### src/design/lse_pkg.sv
// Shared constants, codes and types for the LSB stego extractor.
package lse_pkg;

	localparam int LENGTH_BITS = 32;
	localparam int LEN_W       = LENGTH_BITS;
	localparam int HDR_CNT_W   = $clog2(LENGTH_BITS + 1);
	localparam int POS_W       = HDR_CNT_W + 1;
	localparam int DIM_W       = 15;
	localparam int PROD_W      = 2 * DIM_W;
	localparam int CAP_W       = PROD_W + 2;
	localparam int NEED_W      = LEN_W + 4;
	localparam int CMP_W       = (NEED_W > CAP_W) ? NEED_W : CAP_W;
	localparam int NUM_LANES   = 3;
	localparam int LANE_IDX_W  = $clog2(NUM_LANES);
	localparam int LANE_CNT_W  = $clog2(NUM_LANES + 1);
	localparam int OB_DEPTH    = 2;
	localparam int OB_PTR_W    = $clog2(OB_DEPTH);
	localparam int OB_CNT_W    = $clog2(OB_DEPTH + 1);
	localparam int CFG_IDX_W   = 1;

	localparam logic [DIM_W-1:0] DIM_RESET = DIM_W'(512);
	localparam logic [CAP_W-1:0] CAP_RESET = CAP_W'(3 * int'(DIM_RESET) * int'(DIM_RESET));

	localparam logic [CFG_IDX_W-1:0] CFG_IMAGE_WIDTH  = CFG_IDX_W'(0);
	localparam logic [CFG_IDX_W-1:0] CFG_IMAGE_HEIGHT = CFG_IDX_W'(1);

	localparam logic [1:0] PH_HEADER = 2'd0;
	localparam logic [1:0] PH_DATA   = 2'd1;
	localparam logic [1:0] PH_DONE   = 2'd2;

	localparam logic [1:0] ST_OK       = 2'd0;
	localparam logic [1:0] ST_NO_DATA  = 2'd1;
	localparam logic [1:0] ST_TOO_LONG = 2'd2;

	typedef struct packed {
		logic [1:0]           phase;
		logic [HDR_CNT_W-1:0] hdr_cnt;
		logic [LEN_W-1:0]     len;
		logic [7:0]           asm_byte;
		logic [2:0]           bit_cnt;
		logic [LEN_W-1:0]     rem;
	} state_t;

	typedef struct packed {
		logic lsb;
		logic hdr;
		logic hdr_end;
		logic dat;
		logic byte_end;
	} lane_t;

	typedef struct packed {
		logic [7:0] payload_byte;
		logic       last_byte;
		logic [1:0] status;
	} result_t;

endpackage

### src/design/lse_lane.sv
// One extraction lane: classifies a single hidden bit of the pixel.
module lse_lane (
	input  lse_pkg::state_t                  st,
	input  logic [lse_pkg::LANE_IDX_W-1:0]   idx,
	input  logic                             bit_in,
	output lse_pkg::lane_t                   lane
);
	import lse_pkg::*;

	logic [POS_W-1:0] pos;
	logic [POS_W-1:0] hdr_dpos;
	logic [2:0]       dat_pos;

	assign pos      = POS_W'(st.hdr_cnt) + POS_W'(idx);
	assign hdr_dpos = pos - POS_W'(LENGTH_BITS);
	assign dat_pos  = st.bit_cnt + 3'(idx);

	always_comb begin
		lane          = '0;
		lane.lsb      = bit_in;
		case (st.phase)
			PH_HEADER: begin
				lane.hdr      = pos < POS_W'(LENGTH_BITS);
				lane.hdr_end  = pos == POS_W'(LENGTH_BITS - 1);
				lane.dat      = !lane.hdr;
				lane.byte_end = !lane.hdr && (hdr_dpos[2:0] == 3'd7);
			end
			PH_DATA: begin
				lane.dat      = 1'b1;
				lane.byte_end = dat_pos == 3'd7;
			end
			default: begin
				lane.hdr      = 1'b0;
			end
		endcase
	end

endmodule

### src/design/lse_merge.sv
// Merge stage: folds the lane findings into the extraction state and result.
module lse_merge (
	input  logic                                    clk,
	input  logic                                    arst_n,
	input  logic                                    fire,
	input  logic                                    start,
	input  logic [lse_pkg::CAP_W-1:0]               cap,
	input  lse_pkg::lane_t [lse_pkg::NUM_LANES-1:0] lanes,
	output lse_pkg::state_t                         eff,
	output logic                                    res_valid,
	output lse_pkg::result_t                        res
);
	import lse_pkg::*;

	state_t state_q;
	state_t nxt;

	logic [LANE_CNT_W-1:0] nh;
	logic [NUM_LANES-1:0]  hdr_bits;
	logic [LEN_W-1:0]      len_next;
	logic [CMP_W-1:0]      need;
	logic                  hdr_done;
	logic                  len_zero;
	logic                  too_long;
	logic                  hdr_ok;
	logic [LEN_W-1:0]      rem_base;
	logic                  alive;
	logic                  byte_done;
	logic [7:0]            byte_val;
	logic [7:0]            asm_v;
	logic [2:0]            bit_v;

	always_comb begin
		eff = state_q;
		if (start) begin
			eff.phase    = PH_HEADER;
			eff.hdr_cnt  = '0;
			eff.len      = '0;
			eff.asm_byte = '0;
			eff.bit_cnt  = '0;
			eff.rem      = '0;
		end
	end

	always_comb begin
		nh       = '0;
		hdr_bits = '0;
		hdr_done = 1'b0;
		for (int i = 0; i < NUM_LANES; i++) begin
			nh                        = nh + LANE_CNT_W'(lanes[i].hdr);
			hdr_bits[NUM_LANES-1-i]   = lanes[i].lsb & lanes[i].hdr;
			hdr_done                  = hdr_done | lanes[i].hdr_end;
		end
		len_next = (eff.len << nh)
			| LEN_W'(hdr_bits >> (LANE_CNT_W'(NUM_LANES) - nh));
		need     = CMP_W'({len_next, 3'b000}) + CMP_W'(LENGTH_BITS);
		len_zero = len_next == '0;
		too_long = need > CMP_W'(cap);
		hdr_ok   = !len_zero && !too_long;
		rem_base = hdr_done ? len_next : eff.rem;
	end

	always_comb begin
		alive     = eff.phase == PH_DATA;
		byte_done = 1'b0;
		byte_val  = '0;
		asm_v     = eff.asm_byte;
		bit_v     = eff.bit_cnt;
		for (int i = 0; i < NUM_LANES; i++) begin
			if (alive && lanes[i].dat) begin
				asm_v = {asm_v[6:0], lanes[i].lsb};
				if (lanes[i].byte_end) begin
					byte_done = 1'b1;
					byte_val  = asm_v;
					asm_v     = '0;
					bit_v     = '0;
					alive     = rem_base != LEN_W'(1);
				end else begin
					bit_v = bit_v + 3'd1;
				end
			end
			if (lanes[i].hdr_end) begin
				alive = hdr_ok;
				asm_v = '0;
				bit_v = '0;
			end
		end
	end

	always_comb begin
		nxt          = eff;
		nxt.len      = len_next;
		nxt.hdr_cnt  = eff.hdr_cnt + HDR_CNT_W'(nh);
		nxt.asm_byte = asm_v;
		nxt.bit_cnt  = bit_v;
		nxt.rem      = byte_done ? rem_base - LEN_W'(1) : rem_base;
		if (hdr_done) begin
			nxt.phase = hdr_ok ? PH_DATA : PH_DONE;
		end
		if (byte_done && rem_base == LEN_W'(1)) begin
			nxt.phase = PH_DONE;
		end
	end

	always_comb begin
		res_valid        = fire && ((hdr_done && !hdr_ok) || byte_done);
		res.payload_byte = byte_done ? byte_val : 8'd0;
		res.last_byte    = byte_done && rem_base == LEN_W'(1);
		if (hdr_done && len_zero) begin
			res.status = ST_NO_DATA;
		end else if (hdr_done && too_long) begin
			res.status = ST_TOO_LONG;
		end else begin
			res.status = ST_OK;
		end
	end

	always_ff @(posedge clk or negedge arst_n) begin
		if (!arst_n) begin
			state_q       <= '0;
			state_q.phase <= PH_HEADER;
		end else if (fire) begin
			state_q <= nxt;
		end
	end

endmodule

### src/design/lse_outbuf.sv
// Two-entry result buffer between the merge stage and the output channel.
module lse_outbuf (
	input  logic              clk,
	input  logic              arst_n,
	input  logic              push,
	input  lse_pkg::result_t  push_data,
	output logic              full,
	output logic              out_valid,
	input  logic              out_stall,
	output lse_pkg::result_t  out_data
);
	import lse_pkg::*;

	result_t               ent_q [OB_DEPTH];
	logic [OB_PTR_W-1:0]   wr_q;
	logic [OB_PTR_W-1:0]   rd_q;
	logic [OB_CNT_W-1:0]   cnt_q;
	logic                  pop;

	assign full      = cnt_q == OB_CNT_W'(OB_DEPTH);
	assign out_valid = cnt_q != '0;
	assign out_data  = ent_q[rd_q];
	assign pop       = out_valid && !out_stall;

	always_ff @(posedge clk) begin
		if (push) begin
			ent_q[wr_q] <= push_data;
		end
	end

	always_ff @(posedge clk or negedge arst_n) begin
		if (!arst_n) begin
			wr_q  <= '0;
			rd_q  <= '0;
			cnt_q <= '0;
		end else begin
			if (push) begin
				wr_q <= wr_q + OB_PTR_W'(1);
			end
			if (pop) begin
				rd_q <= rd_q + OB_PTR_W'(1);
			end
			case ({push, pop})
				2'b10:   cnt_q <= cnt_q + OB_CNT_W'(1);
				2'b01:   cnt_q <= cnt_q - OB_CNT_W'(1);
				default: cnt_q <= cnt_q;
			endcase
		end
	end

endmodule

### src/design/lsb_stego_extractor_core.sv
// LSB stego extractor top level: config registers, lanes, merge and result buffer.
//
//  channel  direction  handshake            payload
//  in       sink       in_valid / in_stall  start_of_image, pixel_blue/green/red
//  out      source     out_valid/out_stall  payload_byte, last_byte, status
//  cfg      sink       cfg_valid/cfg_ready  cfg_index, cfg_data
//
//  One pixel per clock while in_stall is low; three lanes take the blue, green and red bits together.
//  A result is registered in the result buffer at the edge that accepts its pixel.
//  The capacity register takes a new dimension at the edge of its write.
//  Reset puts extraction in the header phase with both dimensions at 512.
//  in_stall rises only when both entries of the result buffer are full.
module lsb_stego_extractor_core (
	input  logic                              clk,
	input  logic                              arst_n,
	input  logic                              in_valid,
	output logic                              in_stall,
	input  logic                              start_of_image,
	input  logic [7:0]                        pixel_blue,
	input  logic [7:0]                        pixel_green,
	input  logic [7:0]                        pixel_red,
	output logic                              out_valid,
	input  logic                              out_stall,
	output logic [7:0]                        payload_byte,
	output logic                              last_byte,
	output logic [1:0]                        status,
	input  logic                              cfg_valid,
	output logic                              cfg_ready,
	input  logic [lse_pkg::CFG_IDX_W-1:0]     cfg_index,
	input  logic [lse_pkg::DIM_W-1:0]         cfg_data
);
	import lse_pkg::*;

	logic [DIM_W-1:0]           width_q;
	logic [DIM_W-1:0]           height_q;
	logic [DIM_W-1:0]           mul_a;
	logic [DIM_W-1:0]           mul_b;
	logic [PROD_W-1:0]          prod;
	logic [CAP_W-1:0]           cap_q;
	logic                       fire;
	logic [NUM_LANES-1:0]       lsb_vec;
	state_t                     eff;
	lane_t [NUM_LANES-1:0]      lanes;
	logic                       res_valid;
	result_t                    res;
	result_t                    out_data;

	assign cfg_ready = 1'b1;
	assign fire      = in_valid && !in_stall;
	assign lsb_vec   = {pixel_red[0], pixel_green[0], pixel_blue[0]};

	always_comb begin
		mul_a = width_q;
		mul_b = height_q;
		if (cfg_index == CFG_IMAGE_WIDTH) begin
			mul_a = cfg_data;
		end else begin
			mul_b = cfg_data;
		end
	end

	assign prod = PROD_W'(mul_a) * PROD_W'(mul_b);

	always_ff @(posedge clk or negedge arst_n) begin
		if (!arst_n) begin
			width_q  <= DIM_RESET;
			height_q <= DIM_RESET;
			cap_q    <= CAP_RESET;
		end else begin
			if (cfg_valid && cfg_ready) begin
				case (cfg_index)
					CFG_IMAGE_WIDTH:  width_q  <= cfg_data;
					CFG_IMAGE_HEIGHT: height_q <= cfg_data;
					default:          width_q  <= width_q;
				endcase
				cap_q <= CAP_W'(prod) + CAP_W'({prod, 1'b0});
			end
		end
	end

	for (genvar i = 0; i < NUM_LANES; i++) begin : g_lane
		lse_lane u_lane (
			.st     (eff),
			.idx    (LANE_IDX_W'(i)),
			.bit_in (lsb_vec[i]),
			.lane   (lanes[i])
		);
	end

	lse_merge u_merge (
		.clk       (clk),
		.arst_n    (arst_n),
		.fire      (fire),
		.start     (start_of_image),
		.cap       (cap_q),
		.lanes     (lanes),
		.eff       (eff),
		.res_valid (res_valid),
		.res       (res)
	);

	lse_outbuf u_outbuf (
		.clk       (clk),
		.arst_n    (arst_n),
		.push      (res_valid),
		.push_data (res),
		.full      (in_stall),
		.out_valid (out_valid),
		.out_stall (out_stall),
		.out_data  (out_data)
	);

	assign payload_byte = out_data.payload_byte;
	assign last_byte    = out_data.last_byte;
	assign status       = out_data.status;

`ifndef SYNTH
	a_full_has_output: assert property (@(posedge clk) disable iff (!arst_n)
		in_stall |-> out_valid)
		else $error("result buffer full with no output request");

	a_error_clean: assert property (@(posedge clk) disable iff (!arst_n)
		out_valid && status != ST_OK |-> payload_byte == 8'd0 && !last_byte)
		else $error("error result carries payload");

	a_start_no_result: assert property (@(posedge clk) disable iff (!arst_n)
		fire && start_of_image |-> !res_valid)
		else $error("result produced on a start-of-image pixel");

	a_no_result_without_request: assert property (@(posedge clk) disable iff (!arst_n)
		!fire |-> !res_valid)
		else $error("result produced with no accepted request");
`endif

endmodule

### config.mk
export PLATFORM = sky130hd
export DESIGN_NAME = lsb_stego_extractor_core
export DESIGN_NICKNAME = d
export VERILOG_FILES = /design/src/design/lse_pkg.sv /design/src/design/lse_lane.sv /design/src/design/lse_merge.sv /design/src/design/lse_outbuf.sv /design/src/design/lsb_stego_extractor_core.sv
export SDC_FILE = /design/constraint.sdc
export NUM_CORES = 1
export LEC_CHECK = 0
export BUFFER_PORTS_ARGS = -buffer_cell sky130_fd_sc_hd__buf_2
export CORE_MARGIN = 5
export CORE_UTILIZATION = 30
export CTS_CLUSTER_SIZE = 28
export DETAILED_ROUTE_END_ITERATION = 10
export SYNTH_ARGS = -nofsm -noshare
export SYNTH_HDL_FRONTEND = slang
export SYNTH_HIERARCHICAL = 1
export SYNTH_SLANG_ARGS = --single-unit
### constraint.sdc
create_clock -name clk -period 12.3 [get_ports clk]
set_input_delay 0.615 -clock clk [delete_from_list [all_inputs] [get_ports clk]]
set_output_delay 0.615 -clock clk [all_outputs]
set_load 0.01 [all_outputs]
==> impl_metrics.ini <==
[status]
outcome = finished clean

[sta]
period_share = 0.806
final_max_slew_viol_count = 0
worst_slew_pin_slew_ns = 1.12
setup_tns_ns = 0
rsz0062_at_grt = no
clock_skew_ns = 0.0196
hold_viol = 0
period_minus_slack_ns = 9.92
slew_headroom = 0.231
max_freq_mhz = 101
finalSetupViolCount = 0

[critical_path]
cp_common_cell = nor2_1
crit_path_max_fanout = 50
r2r-end = u_outbuf/ent_q[0][10]
reg2reg_from = u_merge/state_q[79]
critPathMaxStageDelay_ns = 1.29
rrSetupSlack_ns = 2.38
crit_buf_inv = 3
endpoint_kind = flip-flop
slowest_stage = fa_4
criticalPathCategory = reg -> reg
reg2reg_depth = 30
critPathTopFamily = simple AND/OR/NAND/NOR gates
worstPathArrival_ns = 10.03
crit_required_ns = 12.42
startpoint_type = flip-flop

[global_route]
antenna_found_initial = 0
first_global_vias = 18500
grt_first_pass_wirelength_um = 98300
grtUsageTotal = 0.147
grt_remaining_overflow = 0
grt_max_degree = 97

[floorplanning]
rows = 100
num_io_pins = 60
dieArea_sq_um = 80600
die_x_um = 284
die_h_um = 284
fp.coreArea_sq_um = 74400
initial_utilization = 0.302

[routing]
drt-vias-per-instance = 5.13
wl_um = 58600
drc = 0
ant_nets = 0
dr.pass1.iters = 5
num_vias = 18400
wl_per_cell_um = 16.3
initialDrtViolationCount = 1071

[place]
dp_hpwl_um = 44400
place.gp.congestion = 0.856
io_buffers = 37

[synth]
syn-cell-area_sq_um = 22500
ys_warn_count = 6
syn_avg_cell_area_sq_um = 8.60
synthCells = 2618

[final_layout]
drive_above_1_share = 0.109
final_common_cell = inv_1
n_fill_cell = 7810
layout.nets = 2999
layout_common_cells = inv_1, nor2_1, nand2_1
areaGrowthSynthToFinish_pct = 8.37
antenna_cells = 0

[clock_tree]
cts_buffers = 17
postCtsSetupBuffers = 0
cts_tree = yes
clock-sinks = 170
worstSkewPairLatency_ns = 0.49
root_buffer = clkbuf_16
clk_pin_slew_worst_paths_ns = 0.08
htreeDepth = 4
clockBufferDepth = 2
holdBufCountCts = 0
cts_resized = 0

[min_path]
hp-class = in -> async

[flow_run]
maxCapViolCount = 0
[layout make-up]
type	count	area (sq um)	area share
tap	969	1210	0.0497
sequential	170	4370	0.179
clock inverter	14	205	0.00841
timing repair buffer	81	527	0.0216
inverter	306	1150	0.0471
multi-input combinational	2028	16500	0.676
clock buffer	18	429	0.0176
[flip-flops by register name (all words and copies together) (netlist names)]
| signal | cells |
|---|---|
| u_outbuf/rd_q | 1 |
| height_q | 15 |
| u_outbuf/cnt_q | 2 |
| cap_q | 32 |
| u_outbuf/ent_q | 22 |
| u_merge/state_q | 82 |
| width_q | 15 |
| u_outbuf/wr_q | 1 |
[stage by stage]
stage               instances  utilization  hold WS, ns  cell area (sq um)  worst slack, ns
floorplan                2632            -        0.319              22600             1.65
global placement         3554        0.319        0.460              23800             2.19
detailed placement       3554        0.319        0.471              23800             2.05
CTS                      3586        0.328        0.198              24400             2.38
global route             3586        0.328        0.249              24400             1.70
finish                   3586        0.328        0.155              24400             2.38
[per-layer routing]
layer / GRT usage / part of all wire
met2: 0.249 / 0.48
met4: 0.0370 / 0.018
met3: 0.0263 / 0.041
met1: 0.194 / 0.46
met5: 0 / 0
[worst max-delay path by stage]
stage                     slack (ns)                    end  depth (start not counted)           startpoint
after CTS                       2.38  u_outbuf/ent_q[0][10]                         29  u_merge/state_q[78]
after global routing            1.70   u_outbuf/ent_q[0][7]                         30  u_merge/state_q[79]
after global placement          2.19  u_outbuf/ent_q[0][10]                         31       start_of_image
after floorplan                 1.65   u_outbuf/ent_q[0][0]                         43       start_of_image
after detailed placement        2.05  u_outbuf/ent_q[0][10]                         31       start_of_image
final                           2.38  u_outbuf/ent_q[0][10]                         30  u_merge/state_q[79]
[worst register-to-register path: cells and delay by family, from the launching register on]
family                     cells  cell delay [ns]
AOI/OAI and AO/OA              5             1.35
xor gates and xnor gates       1             0.15
adders and majority gates      3             1.80
buffers and inverters          3             0.32
DFF                            1             0.40
muxes                          1             0.40
and+or+nand+nor               17             5.13
Power is left out: the tool's default activity adds up to more than one toggle a clock period on the data nets, which glitch-free logic cannot reach.
